## src/rtl/pid_term_calculator_top_assert.svh

```systemverilog
// Assertion macros for the PID term calculator.
`ifndef PID_TERM_CALCULATOR_TOP_ASSERT_SVH
`define PID_TERM_CALCULATOR_TOP_ASSERT_SVH

// Same-cycle implication, sampled on clk, off during reset.
`define PTC_ASSERT_NOW(lbl, ante, cons, msg) \
    lbl: assert property (@(posedge clk) disable iff (!rst_n) (ante) |-> (cons)) \
        else $error(msg);

// Next-cycle implication, sampled on clk, off during reset.
`define PTC_ASSERT_NEXT(lbl, ante, cons, msg) \
    lbl: assert property (@(posedge clk) disable iff (!rst_n) (ante) |=> (cons)) \
        else $error(msg);

`endif

```

## src/rtl/ptc_pkg.sv

```systemverilog
// Package for the PID term calculator: widths, register indexes, saturation.
package ptc_pkg;

    localparam int unsigned ErrWidth   = 17;
    localparam int unsigned DiffWidth  = 18;
    localparam int unsigned SumWidth   = 32;
    localparam int unsigned GainWidth  = 16;
    localparam int unsigned TermWidth  = 32;
    localparam int unsigned ShiftWidth = 40;
    localparam int unsigned CfgAddrWidth = 3;
    localparam int unsigned CfgDataWidth = 32;

    localparam logic [CfgAddrWidth-1:0] REG_TARGET      = 3'd0;
    localparam logic [CfgAddrWidth-1:0] REG_PROP_GAIN   = 3'd1;
    localparam logic [CfgAddrWidth-1:0] REG_INTEG_GAIN  = 3'd2;
    localparam logic [CfgAddrWidth-1:0] REG_DERIV_GAIN  = 3'd3;
    localparam logic [CfgAddrWidth-1:0] REG_ACCUM_LIMIT = 3'd4;

    localparam logic KIND_READING = 1'b0;
    localparam logic KIND_LOAD    = 1'b1;

    localparam logic signed [TermWidth-1:0] TERM_MAX = 32'sh7FFF_FFFF;
    localparam logic signed [TermWidth-1:0] TERM_MIN = 32'sh8000_0000;

    // Clip a shifted product to the signed 32-bit range.
    function automatic logic signed [TermWidth-1:0] sat_term(
        input logic signed [ShiftWidth-1:0] v
    );
        logic hi_ok;
        hi_ok = (v[ShiftWidth-1:TermWidth-1] == '0) || (v[ShiftWidth-1:TermWidth-1] == '1);
        if (hi_ok)
            return v[TermWidth-1:0];
        else if (v[ShiftWidth-1])
            return TERM_MIN;
        else
            return TERM_MAX;
    endfunction

endpackage

```

## src/rtl/pid_term_calculator_top.sv

```systemverilog
// PID term calculator: error update, integral clamp and Q8.8 gain products.
//
//  channel   | dir | handshake               | payload
//  s_axis    | in  | s_axis_tvalid/tready    | tuser kind, tdata reading, reset_error
//  m_axis    | out | m_axis_tvalid/tready    | tdata p_term, i_term, d_term
//  cfg       | in  | cfg_we                  | cfg_addr index, cfg_wdata value
//
// One word accepted per cycle while s_axis_tready is high; each word gives one result word.
// Stages: error/total update, integral clamp, gain multiplies, shift and saturate.
// The error stores update at input accept, so words in flight never wait on each other.
// A stall on m_axis backs up the stages in order; s_axis_tready drops only when all are full.
// rst_n clears error stores, valid flags, target and gains at once; accum limit goes to -1.
module pid_term_calculator_top
    import ptc_pkg::*;
(
    input  logic                    clk,
    input  logic                    rst_n,
    input  logic                    s_axis_tvalid,
    output logic                    s_axis_tready,
    input  logic [39:0]             s_axis_tdata,   // [15:0] reading, [32:16] reset_error
    input  logic                    s_axis_tuser,   // [0] kind
    output logic                    m_axis_tvalid,
    input  logic                    m_axis_tready,
    output logic [95:0]             m_axis_tdata,   // [31:0] p_term, [63:32] i_term,
                                                    // [95:64] d_term
    input  logic                    cfg_we,
    input  logic [CfgAddrWidth-1:0] cfg_addr,
    input  logic [CfgDataWidth-1:0] cfg_wdata
);

    // Configuration registers
    logic signed [GainWidth-1:0] target_reg;
    logic signed [GainWidth-1:0] prop_gain_reg;
    logic signed [GainWidth-1:0] integ_gain_reg;
    logic signed [GainWidth-1:0] deriv_gain_reg;
    logic signed [SumWidth-1:0]  accum_limit_reg;

    // Error state
    logic signed [ErrWidth-1:0] err_now_reg;
    logic signed [ErrWidth-1:0] err_before_reg;
    logic signed [SumWidth-1:0] err_sum_reg;
    logic signed [ErrWidth-1:0] err_now_next;
    logic signed [ErrWidth-1:0] err_before_next;
    logic signed [SumWidth-1:0] err_sum_next;

    // Pipeline stages
    logic                        v1_reg, v2_reg, v3_reg, out_valid_reg;
    logic signed [ErrWidth-1:0]  s1_err_reg, s2_err_reg;
    logic signed [DiffWidth-1:0] s1_diff_reg, s2_diff_reg;
    logic signed [SumWidth-1:0]  s1_sum_reg, s2_total_reg;
    logic signed [32:0]          p_prod_reg;
    logic signed [47:0]          i_prod_reg;
    logic signed [33:0]          d_prod_reg;
    logic [95:0]                 out_data_reg;

    logic in_fire;
    logic adv_out, adv3, adv2, adv1;

    logic signed [GainWidth-1:0] reading;
    logic signed [ErrWidth-1:0]  load_val;
    logic                        kind;
    logic signed [SumWidth:0]    sum_wide;
    logic signed [SumWidth-1:0]  neg_limit;
    logic signed [SumWidth-1:0]  total_next;
    logic signed [24:0]          p_sh;
    logic signed [25:0]          d_sh;
    logic signed [TermWidth-1:0] p_term, i_term, d_term;

    assign kind     = s_axis_tuser;
    assign reading  = s_axis_tdata[15:0];
    assign load_val = s_axis_tdata[32:16];

    // Backpressure chain from the output register toward the input
    assign adv_out = !out_valid_reg || m_axis_tready;
    assign adv3    = !v3_reg || adv_out;
    assign adv2    = !v2_reg || adv3;
    assign adv1    = !v1_reg || adv2;
    assign s_axis_tready = adv1;
    assign in_fire = s_axis_tvalid && s_axis_tready;

    // Error update
    always_comb
    begin
        sum_wide = '0;
        if (kind == KIND_LOAD)
        begin
            err_now_next    = load_val;
            err_before_next = load_val;
            err_sum_next    = {{(SumWidth-ErrWidth){load_val[ErrWidth-1]}}, load_val};
        end
        else
        begin
            err_before_next = err_now_reg;
            err_now_next    = {target_reg[GainWidth-1], target_reg}
                            - {reading[GainWidth-1], reading};
            sum_wide        = {err_sum_reg[SumWidth-1], err_sum_reg}
                            + {{(SumWidth+1-ErrWidth){err_now_next[ErrWidth-1]}}, err_now_next};
            if (sum_wide[SumWidth] != sum_wide[SumWidth-1])
                err_sum_next = sum_wide[SumWidth] ? TERM_MIN : TERM_MAX;
            else
                err_sum_next = sum_wide[SumWidth-1:0];
        end
    end

    // Integral clamp; a negative limit passes the total through
    assign neg_limit = -accum_limit_reg;
    always_comb
    begin
        total_next = s1_sum_reg;
        if (!accum_limit_reg[SumWidth-1])
        begin
            if (s1_sum_reg > accum_limit_reg)
                total_next = accum_limit_reg;
            else if (s1_sum_reg < neg_limit)
                total_next = neg_limit;
        end
    end

    // Floor shift by 8 is an arithmetic drop of the low byte
    assign p_sh   = p_prod_reg[32:8];
    assign d_sh   = d_prod_reg[33:8];
    assign p_term = sat_term({{15{p_sh[24]}}, p_sh});
    assign i_term = sat_term(i_prod_reg[47:8]);
    assign d_term = sat_term({{14{d_sh[25]}}, d_sh});

    always_ff @(posedge clk or negedge rst_n)
    begin
        if (!rst_n)
        begin
            target_reg      <= '0;
            prop_gain_reg   <= '0;
            integ_gain_reg  <= '0;
            deriv_gain_reg  <= '0;
            accum_limit_reg <= '1;
        end
        else if (cfg_we)
        begin
            case (cfg_addr)
                REG_TARGET:      target_reg      <= cfg_wdata[GainWidth-1:0];
                REG_PROP_GAIN:   prop_gain_reg   <= cfg_wdata[GainWidth-1:0];
                REG_INTEG_GAIN:  integ_gain_reg  <= cfg_wdata[GainWidth-1:0];
                REG_DERIV_GAIN:  deriv_gain_reg  <= cfg_wdata[GainWidth-1:0];
                REG_ACCUM_LIMIT: accum_limit_reg <= cfg_wdata[SumWidth-1:0];
                default:         ;
            endcase
        end
    end

    always_ff @(posedge clk or negedge rst_n)
    begin
        if (!rst_n)
        begin
            err_now_reg    <= '0;
            err_before_reg <= '0;
            err_sum_reg    <= '0;
            v1_reg         <= 1'b0;
            v2_reg         <= 1'b0;
            v3_reg         <= 1'b0;
            out_valid_reg  <= 1'b0;
        end
        else
        begin
            if (in_fire)
            begin
                err_now_reg    <= err_now_next;
                err_before_reg <= err_before_next;
                err_sum_reg    <= err_sum_next;
            end
            if (adv1)
                v1_reg <= in_fire;
            if (adv2)
                v2_reg <= v1_reg;
            if (adv3)
                v3_reg <= v2_reg;
            if (adv_out)
                out_valid_reg <= v3_reg;
        end
    end

    // Payload stages, no reset
    always_ff @(posedge clk)
    begin
        if (adv1 && in_fire)
        begin
            s1_err_reg  <= err_now_next;
            s1_diff_reg <= {err_now_next[ErrWidth-1], err_now_next}
                         - {err_before_next[ErrWidth-1], err_before_next};
            s1_sum_reg  <= err_sum_next;
        end
        if (adv2 && v1_reg)
        begin
            s2_err_reg   <= s1_err_reg;
            s2_diff_reg  <= s1_diff_reg;
            s2_total_reg <= total_next;
        end
        if (adv3 && v2_reg)
        begin
            p_prod_reg <= 33'(prop_gain_reg) * 33'(s2_err_reg);
            i_prod_reg <= 48'(integ_gain_reg) * 48'(s2_total_reg);
            d_prod_reg <= 34'(deriv_gain_reg) * 34'(s2_diff_reg);
        end
        if (adv_out && v3_reg)
            out_data_reg <= {d_term, i_term, p_term};
    end

    assign m_axis_tvalid = out_valid_reg;
    assign m_axis_tdata  = out_data_reg;

`include "pid_term_calculator_top_assert.svh"

    `PTC_ASSERT_NEXT(a_load_fills_all, in_fire && kind == KIND_LOAD,
        err_now_reg == err_before_reg && err_sum_reg[ErrWidth-1:0] == err_now_reg,
        "error load did not reach all stores")
    `PTC_ASSERT_NEXT(a_reading_shifts, in_fire && kind == KIND_READING,
        err_before_reg == $past(err_now_reg), "previous error not taken from current")
    `PTC_ASSERT_NOW(a_clamp_bound, v2_reg && !accum_limit_reg[SumWidth-1],
        s2_total_reg <= accum_limit_reg && s2_total_reg >= neg_limit,
        "clamped total outside limit")
    `PTC_ASSERT_NEXT(a_stall_holds_stage, v3_reg && !adv_out,
        v3_reg && $stable(p_prod_reg), "product stage lost during stall")

endmodule
```

## config.mk

```make
export PLATFORM = sky130hd
export DESIGN_NAME = pid_term_calculator_top
export DESIGN_NICKNAME = d
export VERILOG_FILES = /design/src/rtl/ptc_pkg.sv /design/src/rtl/pid_term_calculator_top.sv
export VERILOG_INCLUDE_DIRS = /design/src /design/src/rtl
export SDC_FILE = /design/constraint.sdc
export NUM_CORES = 2
export LEC_CHECK = 0
export BUFFER_PORTS_ARGS = -buffer_cell sky130_fd_sc_hd__buf_2
export CAP_MARGIN = 40
export CELL_PAD_IN_SITES_DETAIL_PLACEMENT = 1
export CELL_PAD_IN_SITES_GLOBAL_PLACEMENT = 2
export CORE_ASPECT_RATIO = 1.5
export CORE_MARGIN = 2
export CORE_UTILIZATION = 43
export DETAILED_ROUTE_END_ITERATION = 8
export PLACE_DENSITY_LB_ADDON = 0.05
export REMOVE_ABC_BUFFERS = 1
export SLEW_MARGIN = 25
export SYNTH_ARGS = -nofsm -noshare
export SYNTH_HDL_FRONTEND = slang
export SYNTH_SLANG_ARGS = --single-unit
export TNS_END_PERCENT = 5
```

## constraint.sdc

```tcl
create_clock -name clk -period 9 [get_ports clk]
set_clock_uncertainty 0.05 [all_clocks]
set_input_delay 0.45 -clock clk [delete_from_list [all_inputs] [get_ports clk]]
set_output_delay 0.45 -clock clk [all_outputs]
set_load 0.1 [all_outputs]
```

==> results.md <==
- Status: complete, no violations
- Max-cap violations: 0
- Core ar.: 137900 µm²
- Max Root-Sink Buffers: 3
- Max Fclk: 0.1325 GHz
- Post-synth EDFFs: 308
- Worst-path maximum fanout: 17
- Die Ht: 460.1 µm
- DP HPWL: 133.1 mm
- Area delta synth->final: 8.234%
- Max reg flops: 83
- Crit path kind: reg2reg
- Routed wire length: 165.6 mm
- RD Place Congestion: 0.8497
- Final setup vio count: 0
- IO Count: 179
- Initial antenna violation count: 10
- Die Wd: 308.1 µm
- Area fraction of the dominant cell type after synthesis: 0.3531
- Crit path time final: 7.547 ns
- Drt initial violations: 1603
- Port Buffer Count: 171
- Fin nets: 7617
- Synth warnings: 0
- Avg WL per Cell: 20.95 µm
- Most frequent cells in the layout: inv_1 (1261), fa_1 (1052), nand2_1 (817), ha_1 (404), and2_1 (400)
- Fin. max-slew vios: 0
- Area taken by flip-flops and latches: 13020 µm²
- Antenna-violating nets left: 0
- Final period util: 0.8385
- Avg Inst Size Synth: 9.924 µm²
- Setup TNS: 0 ns
- Synth unique cells: 95
- Post-Syn Area: 59640 µm²
- Most common cell after layout, fill and taps aside: inv_1
- CP endpoint kind: flop
- Clock Tree Root: clkbuf_16
- Largest net degree at the start of global routing: 67
- Crit path launch type: flop
- First-pass GRT wire length: 268.3 mm
- Clk slew on worst S/H paths: 0.06 ns
- Starting Density: 0.4325
- Share of post-route cells with drive strength above 1: 0.08230
- Drt drc: 0
- Tot GR Track Use: 0.2457
- Fin. Hold Viols: 0
- Drt pass-1 iters: 5
- Slew HR: 0.3891
- Total CTS buffers: 52
- Slew @ Worst Pin: 0.9163 ns
- Part of the Yosys area used for sequential elements: 0.2183
- H-tree levels: 2
- Routed vias/inst: 5.225
- Min-delay worst type: in2reg
- Post-synth top area cell: fa_1
- Arrival @ worst endpoint: 7.90 ns
- Die ar.: 141800 µm²
- Multi-input logic area: 40880 µm²
- Clock Latency Late Sink: 0.68 ns
- Post-synth ARST share: 0.3260
- #FFs+latches synth: 457
- Mapped Cells: 6010
- Remaining Overflow, GRT: 0
- Cts repair resizes: 0
- # rows: 167
- Ys flop type: edfxtp_1
- Vias in the first global route: 47573
- Unrepaired setup endpoints after global routing: false
- CTS tree: done
- Number of fillers in the final layout: 15385
- CP Data Required Time: 9.35 ns
- Vias: 41302
- Clk sinks: 457
- Top area cells in the synthesized netlist: fa_1 (35%), edfxtp_1 (16%), ha_1 (8.5%), inv_1 (7.9%), nand2_1 (5.1%)
[logic make-up (layout without fill, tap and decap cells)]
group           Yosys count  in the layout  synth area share
compound gates          601            601           0.06682
xor+xnor                193            193           0.02834
fa+ha+maj              1468           1468            0.4399
buf+inv                1520           1634           0.09709
flops                   457            457            0.2183
mux                      81             81           0.01515
other cells               0              7                 0
simple gates           1690           1690            0.1345
[metrics by stage]
stage               instances  hold WS (ns)    util  cell area [µm²]  setup WS [ns]
floorplan                5753        0.1044       -            58590          2.618
global placement         7768        0.3503  0.4514            62250          1.365
detailed placement       7774        0.3556  0.4521            62350          1.355
CTS                      7888      0.004838  0.4667            64360          1.313
global route             7903       0.04190  0.4681            64550          1.008
finish                   7905       0.05120  0.4681            64550          1.453
[metal layers]
layer	vias to the layer above	wire length, µm	global-route usage
li1	18689	-	-
met1	21838	67240	0.2988
met2	571	89420	0.4630
met3	202	4140	0.01860
met4	2	4827	0.06702
met5	-	13	0
[Yosys cell counts, types with 15 or more instances]
library cell	number
inv_1	1261
fa_1	1052
nand2_1	817
ha_1	404
and2_1	402
edfxtp_1	308
clkbuf_1	219
nor2_1	178
a21oi_1	153
o21ai_0	149
xnor2_1	138
dfrtp_1	117
a21o_1	79
mux2_2	74
nand3_1	61
nor3_1	57
xor2_1	55
nand2b_1	40
nand4_1	35
dfstp_2	32
nor2b_1	31
o21a_1	27
o21bai_1	19
a211oi_1	18
a221o_1	18
or3_1	18
buf_2	17
and3_1	15
buf_4	15
[worst max-delay path, stage by stage, from the launching register on]
cell      delay, ns
dfrtp_1        0.81
buf_4          0.43
and2_1         0.23
fa_1           0.42
inv_1          0.09
fa_1           0.45
fa_1           0.52
inv_1          0.05
fa_1           0.51
fa_1           0.49
inv_1          0.05
fa_1           0.47
inv_1          0.04
ha_1           0.36
nand2_1        0.11
nor3_1         0.27
a21oi_1        0.07
o21ai_0        0.20
o211ai_1       0.12
buf_4          0.19
o21ai_1        0.48
a31oi_4        0.21
o21ai_1        0.34
and4_1         0.24
nor3_1         0.06
[layout make-up]
| class | count | area share |
|---|---|---|
| Antenna cell | 7 | 0.0002713 |
| Sequential cell | 457 | 0.2017 |
| Inverter | 1263 | 0.07348 |
| Multi-Input combinational cell | 4033 | 0.6333 |
| Clock buffer | 68 | 0.02272 |
| Tap cell | 1774 | 0.03438 |
| Timing Repair Buffer | 273 | 0.02814 |
| Clock inverter | 30 | 0.006008 |
[worst paths after layout]
path	startpoint	end	slack, ns	depth (start not counted)
setup / recovery	integ_gain_reg[4]	i_prod_reg[47]	1.45	24
hold / removal	cfg_wdata[26]	accum_limit_reg[26]	0.05	3
setup reg to reg	integ_gain_reg[4]	i_prod_reg[47]	1.45	24
hold reg to reg	s1_err_reg[3]	s2_err_reg[3]	0.36	0
max in group asynchronous	rst_n	integ_gain_reg[3]	6.72	4
min in group asynchronous	rst_n	err_sum_reg[19]	0.31	2
[what timing repair did]
action | CTS | global route
hold endpoints to repair | 40 | 0
hold buffers | 16 | 0
buffers inserted | 0 | 0
Power is not shown: default switching activity piles up to over one toggle a cycle in this logic, so the estimate is an artifact.
